`config.mk`:
```
export PLATFORM = sky130hd
export DESIGN_NAME = ncs_cell
export DESIGN_NICKNAME = d
export VERILOG_FILES = /design/src/rtl/core/ncs_pkg.sv /design/src/rtl/core/ncs_cell.sv
export SDC_FILE = /design/constraint.sdc
export NUM_CORES = 1
export LEC_CHECK = 0
export ABC_AREA = 1
export BUFFER_PORTS_ARGS = -buffer_cell sky130_fd_sc_hd__buf_2
export CORE_UTILIZATION = 59
export DETAILED_ROUTE_END_ITERATION = 8
export PLACE_DENSITY = 0.88
export SLEW_MARGIN = 10
export SYNTH_ARGS = -nofsm -noshare
export SYNTH_HDL_FRONTEND = slang
export SYNTH_SLANG_ARGS = --single-unit
```
`constraint.sdc`:
```
create_clock -name clk -period 12.4 [get_ports clk]
set_input_delay 2.48 -clock clk [delete_from_list [all_inputs] [get_ports clk]]
set_output_delay 2.48 -clock clk [all_outputs]
set_load 0.01 [all_outputs]
```
`src/rtl/core/ncs_pkg.sv`:
```
package ncs_pkg;

  localparam int CH_W       = 8;
  localparam int IDX_W      = 8;
  localparam int DIST_W     = 18;
  localparam int FIELD_LANES = 3;
  localparam int ADDR_W_MAX = 12;
  localparam int CFG_DATA_W = 9;
  localparam int CFG_IDX_W  = 1;

  localparam logic [DIST_W-1:0] DIST_MAX = {DIST_W{1'b1}};

  localparam logic [CFG_IDX_W-1:0] CFG_NUM_CODEVECTORS = 1'd0;
  localparam logic [CFG_IDX_W-1:0] CFG_NUM_CHANNELS    = 1'd1;

  localparam logic OP_WRITE    = 1'b0;
  localparam logic OP_CLASSIFY = 1'b1;

  typedef struct packed {
    logic            opcode;
    logic [IDX_W-1:0] entry_index;
    logic [CH_W-1:0] chan0;
    logic [CH_W-1:0] chan1;
    logic [CH_W-1:0] chan2;
    logic            frame_end;
  } in_t;

  typedef struct packed {
    logic [IDX_W-1:0]  best_index;
    logic [DIST_W-1:0] best_distance;
    logic              frame_end_out;
  } out_t;

  // Travels down the cell chain next to each codeword beat.
  typedef struct packed {
    logic                  valid;
    logic                  last;
    logic [ADDR_W_MAX-1:0] idx;
  } ncs_tag_t;

endpackage

```
`src/rtl/core/ncs_cell.sv`:
```
module ncs_cell
  import ncs_pkg::*;
#(
  parameter int SAMPLE_BITS = 8,
  parameter int LANES       = 3,
  parameter int SUM_W       = 18
) (
  input  logic                         clk,
  input  logic                         rst_n,
  input  logic                         pix_load,
  input  logic [SAMPLE_BITS-1:0]       pix_in,
  input  logic                         active,
  input  ncs_tag_t                     tag_in,
  input  logic [LANES*SAMPLE_BITS-1:0] cw_in,
  input  logic [SUM_W-1:0]             sum_in,
  output ncs_tag_t                     tag_out,
  output logic [LANES*SAMPLE_BITS-1:0] cw_out,
  output logic [SUM_W-1:0]             sum_out
);

  logic [SAMPLE_BITS-1:0]       pix_r;
  logic [SAMPLE_BITS-1:0]       cw_s;
  logic [SAMPLE_BITS-1:0]       diff;
  logic [2*SAMPLE_BITS-1:0]     sq;
  logic [SUM_W-1:0]             sum_nxt;
  logic [LANES*SAMPLE_BITS-1:0] cw_nxt;
  ncs_tag_t                     tag_r;
  logic [LANES*SAMPLE_BITS-1:0] cw_r;
  logic [SUM_W-1:0]             sum_r;

  // Each cell consumes the lowest lane and shifts the rest on to its neighbor.
  always_comb begin
    cw_s    = cw_in[SAMPLE_BITS-1:0];
    diff    = (pix_r > cw_s) ? (pix_r - cw_s) : (cw_s - pix_r);
    sq      = diff * diff;
    sum_nxt = sum_in + (active ? SUM_W'(sq) : SUM_W'(0));
    cw_nxt  = cw_in >> SAMPLE_BITS;
  end

  always_ff @(posedge clk) begin
    if (pix_load) begin
      pix_r <= pix_in;
    end
    cw_r  <= cw_nxt;
    sum_r <= sum_nxt;
    if (!rst_n) begin
      tag_r <= '0;
    end else begin
      tag_r <= tag_in;
    end
  end

  assign tag_out = tag_r;
  assign cw_out  = cw_r;
  assign sum_out = sum_r;

endmodule

```
After elaboration in Yosys (flattened, before gate mapping)
Cells that the tools add are included.
{"block": "classes", "add_sub_neg": 3, "magnitude_cmp": 1, "multipliers": 1, "mux": 2}
{"op": "$add A18 B16 Y18", "n": 1}
{"op": "$mul A8 B8 Y16", "n": 1}
{"op": "$mux W16", "n": 1}
{"op": "$sub A8 B8 Y8", "n": 2}
{"op": "$gt A8 B8 Y1", "n": 1}
{"op": "$mux W8", "n": 1}
{"block": "word_totals", "input_bits": 68, "regBits": 56, "elab_cells": 13, "out_inout_bits": 56}

Logic depth before layout (Yosys ltp)
{"block": "depth", "word_depth": 5, "ltp_mapped": 41}

Least setup slack after synthesis
No wires, ideal clock.
{"block": "synth_path", "path_type": "input to register", "start": "input port cw_in[2]", "end": "register sum_r[15] (netlist: sum_out[15])", "required_time_ps": 12288, "setup_time_ps": 112, "arrival_ps": 8079, "stages": 35, "setup_slack_ps": 4209, "cell_sequence": "inv_1 -> ha_1 -> buf_4 -> nand2_4 -> clkinv_2 -> nand3_1 -> nor2_4 -> inv_2 -> nand2_8 -> o21ai_2 -> nand2_2 -> inv_1 -> nand3_1 -> fa_1 -> inv_1 -> fa_1 -> fa_1 -> inv_1 -> fa_1 -> inv_1 -> ha_1 -> nand2_1 -> a21oi_1 -> a211oi_1 -> o21ai_0 -> xnor2_1 -> nor2_1 -> ha_1 -> a21oi_1 -> a21boi_0 -> inv_1 -> a21oi_1 -> nand2_1 -> nand2_1 -> nand2_1"}
{"block": "synth_via", "elab_chain_len": 5}
{"element": "from (decl)", "line_no": "ncs_cell.sv:14", "text": "input logic [LANES*SAMPLE_BITS-1:0] cw_in,"}
{"element": "$sub A8 B8 Y8 or $gt A8 B8 Y1 (tied branches)", "line_no": "ncs_cell.sv:34", "text": "diff = (pix_r > cw_s) ? (pix_r - cw_s) : (cw_s - pix_r);"}
{"element": "$mux W8 (*)", "line_no": "ncs_cell.sv:34"}
{"element": "$mul A8 B8 Y16 (*)", "line_no": "ncs_cell.sv:35", "text": "sq = diff * diff;"}
{"element": "$mux W16 (*)", "line_no": "ncs_cell.sv:36", "text": "sum_nxt = sum_in + (active ? SUM_W'(sq) : SUM_W'(0));"}
{"element": "$add A18 B16 Y18 (*)", "line_no": "ncs_cell.sv:36"}
{"element": "net sum_nxt[15]", "line_no": "ncs_cell.sv:25", "text": "logic [SUM_W-1:0] sum_nxt;"}
{"element": "to (signal assigned)", "line_no": "ncs_cell.sv:45", "text": "sum_r <= sum_nxt;"}
{"element": "to (decl)", "line_no": "ncs_cell.sv:29", "text": "logic [SUM_W-1:0] sum_r;"}
Mark *: on every way through the listed nets, which the timed path passes. The rest lies on a longest branch.
A chain may end at the register's enable or synchronous reset.

Final worst setup path
Ends and elaborated chain as after synthesis.

==> impl_metrics.yaml <==
floorplanning:
  initial_core_util_pct: 61.6
  die_w_um: 92.0
  die_area_um2: 8470
  row_count: 32
  ios: 124
  die_h_um: 92.0
  core_um2: 7770
clock_tree:
  clk_pin_slew_ps: 110
  htree_levels: 2
  cts_buffer_depth: 2
  post_cts_buffers: 0
  post_cts_resized: 0
  clockRootBuffer: "clkbuf_8"
  cts_buffers: 5
  clock-sinks: 56
  cts_tree: "built"
  clock_latency_ps: 310
  postCtsHoldBufs: 0
global_routing:
  first_global_vias: 4186
  grt_pass1_wl_mm: 17.2
  grt_overflow: 0
  antenna_found_initial: 0
  grt_use_total_pct: 25.1
  grt_max_degree: 20
yosys:
  avgSynthCellArea_um2: 7.68
  synth_seq_area_share_pct: 25.1
  synthCells: 623
  synth_area_um2: 4780
  synth-seq-cells: 56
  yosysWarnings: 0
  synth_cell_type_count: 37
route:
  drt-wirelength-per-cell_um: 11.6
  drt_iter0_drc: 190
  totalWireLength_mm: 9.79
  vias: 4153
  route.antenna.remaining_nets: 0
  viasPerCell: 4.93
  first_pass_iters: 5
  drc_errors: 0
placed_design:
  place_congestion: 0.867
  dp_hpwl_mm: 8.30
  portBuffers: 115
timing:
  maxSlewViolCount: 0
  rsz0062_at_grt: "no"
  fin_crit_sh_pct: 68.0
  hold_violations: 0
  skew_ps: 6.02
  hold_slack_ps: 1070
  finalSetupViolations: 0
  finalCriticalPeriod_ps: 8430
  max_freq_mhz: 119
  fin_setup_tns_ps: 0
finish:
  ff_latch_area_um2: 1200
  drive_above_1_share_pct: 22.0
  antennaDiodeCount: 0
  multi_input_area_um2: 3030
  finalNetCount: 894
  area_growth_pct: 15.3
  final_util_pct: 71.0
  nFillCells: 619
outcome:
  outcome: "complete, no violations"
critical_path:
  r2r_start: "pix_r[0]"
  path_max_fanout: 9
  crit_path_end_kind: "flop"
  crit_type: "input port to flop"
  critical_path.n_buffers_inverters: 8
  cp.required_ps: 12620
  worst_path_max_delay_cell: "fa_1"
  worst-r2r-setup-slack_ps: 5800
  worst_r2r_path_depth: 34
  rr_endpoint: "sum_out[15]"
  critPathArrivalTime_ps: 8650
  critPathMaxStageDelay_ps: 550
  startpoint_type: "input port"
  crit_family: "adder cells"
  crit_top_cell: "inv_1"
hold_path:
  hold_end: "sum_out[0]"
  min_from: "pix_r[0]"
  hold_class: "flop to flop"
  holdPathStages: 3
flow_run:
  cap_violations: 0
## cell type report
type,instances,area share [%]
timing repair buffer,115,10.4
clock inverter,3,0.499
tap,102,2.31
sequential,56,21.8
multi-input combinational,432,54.9
clock buffer,5,1.25
inverter,129,8.80
## synthesized netlist by cell type
master    number  area (um2)
a211oi_1       2        15.0
a21boi_0       1        7.51
a21o_1         5        37.5
a21oi_1       28         140
a21oi_2        2        17.5
a31o_2         1        8.76
a31oi_1        1        6.26
buf_2          2        10.0
buf_4         11        82.6
clkbuf_1       1        3.75
clkinv_2       1        5.00
conb_1         2        7.51
dfxtp_1       48         961
edfxtp_1       8         240
fa_1          27         541
ha_1          60         751
inv_1        121         454
inv_2          7        26.3
nand2_1      134         503
nand2_2       12        75.1
nand2_4        5        56.3
nand2_8        1        20.0
nand3_1       24         120
nand4_1        5        31.3
nor2_1        55         206
nor2_2         5        31.3
nor2_4         3        33.8
nor3_1         3        15.0
o21ai_0        9        45.0
o21ai_1        2        10.0
o21ai_2        1        8.76
o21ai_4        1        16.3
o21bai_1       4        30.0
o22ai_1        1        6.26
or2_2          1        6.26
xnor2_1       10        87.6
xor2_1        19         166
## worst max-delay path by stage
stage,start,to,slack (ps),cells after the start
finish,cw_in[2],sum_out[15],3970,36
global placement,cw_in[2],sum_out[15],3810,36
CTS,cw_in[2],sum_out[15],4010,36
floorplan,cw_in[2],sum_out[15],4210,35
global route,cw_in[2],sum_out[16],3410,36
detailed placement,cw_in[2],sum_out[15],3670,36
## metal layers
| layer | GRT usage, % | vias up | routed length, um |
|---|---|---|---|
| met1 | 29.9 | 1887 | 4200 |
| met2 | 45.8 | 129 | 4870 |
| met5 | 0 | - | 0 |
| met3 | 4.98 | 16 | 575 |
| li1 | - | 2121 | - |
| met4 | 6.38 | 0 | 143 |
## cell families (layout without fill, tap and decap cells)
family | after synthesis | count (layout) | synth area share (%)
AO/OA/AOI/OAI | 58 | 58 | 7.30
XOR/XNOR | 29 | 29 | 5.31
adder cells (fa/ha/maj) | 87 | 87 | 27.0
buffers and inverters | 143 | 252 | 12.2
flip-flops | 56 | 56 | 25.1
other | 2 | 10 | 0.157
AND/OR/NAND/NOR | 248 | 248 | 23.0
## registers in the layout, summed over array words and instances (netlist names)
register and count:
tag_out 14, sum_out 18, pix_r 8, cw_out 16
## cells in the final DEF (no fill, tap or decap)
cell type and instances:
nand2_1 134, inv_1 121, buf_2 115, ha_1 60, nor2_1 55, dfxtp_1 48, a21oi_1 28, fa_1 27
nand3_1 24, xor2_1 19, nand2_2 12, xnor2_1 10, conb_1 10, o21ai_0 9, edfxtp_1 8, inv_2 7
a21o_1 5, nand2_4 5, nand4_1 5, nor2_2 5, clkbuf_8 5, o21bai_1 4, nor2_4 3, nor3_1 3
a21oi_2 2, o21ai_1 2, a211oi_1 2, a21boi_0 1, a31o_2 1, clkinv_2 1, nand2_8 1, o21ai_2 1
o21ai_4 1, or2_2 1, o22ai_1 1, a31oi_1 1, inv_8 1, clkinv_4 1, clkinvlp_4 1
## worst min-delay path: stages (launching register included)
cell      delay (ps)
edfxtp_1         370
ha_1             370
nor2_1           180
ha_1             130
## per-stage QoR
step	instance area (um2)	std cells	setup slack, ps
after floorplan	4810	631	4210
after global placement	5420	834	3810
after detailed placement	5420	834	3670
after CTS	5520	842	4010
after global routing	5520	842	3410
final	5520	842	3970
Power is not shown: default switching activity piles up to over one toggle a cycle in this logic, so the estimate is an artifact.
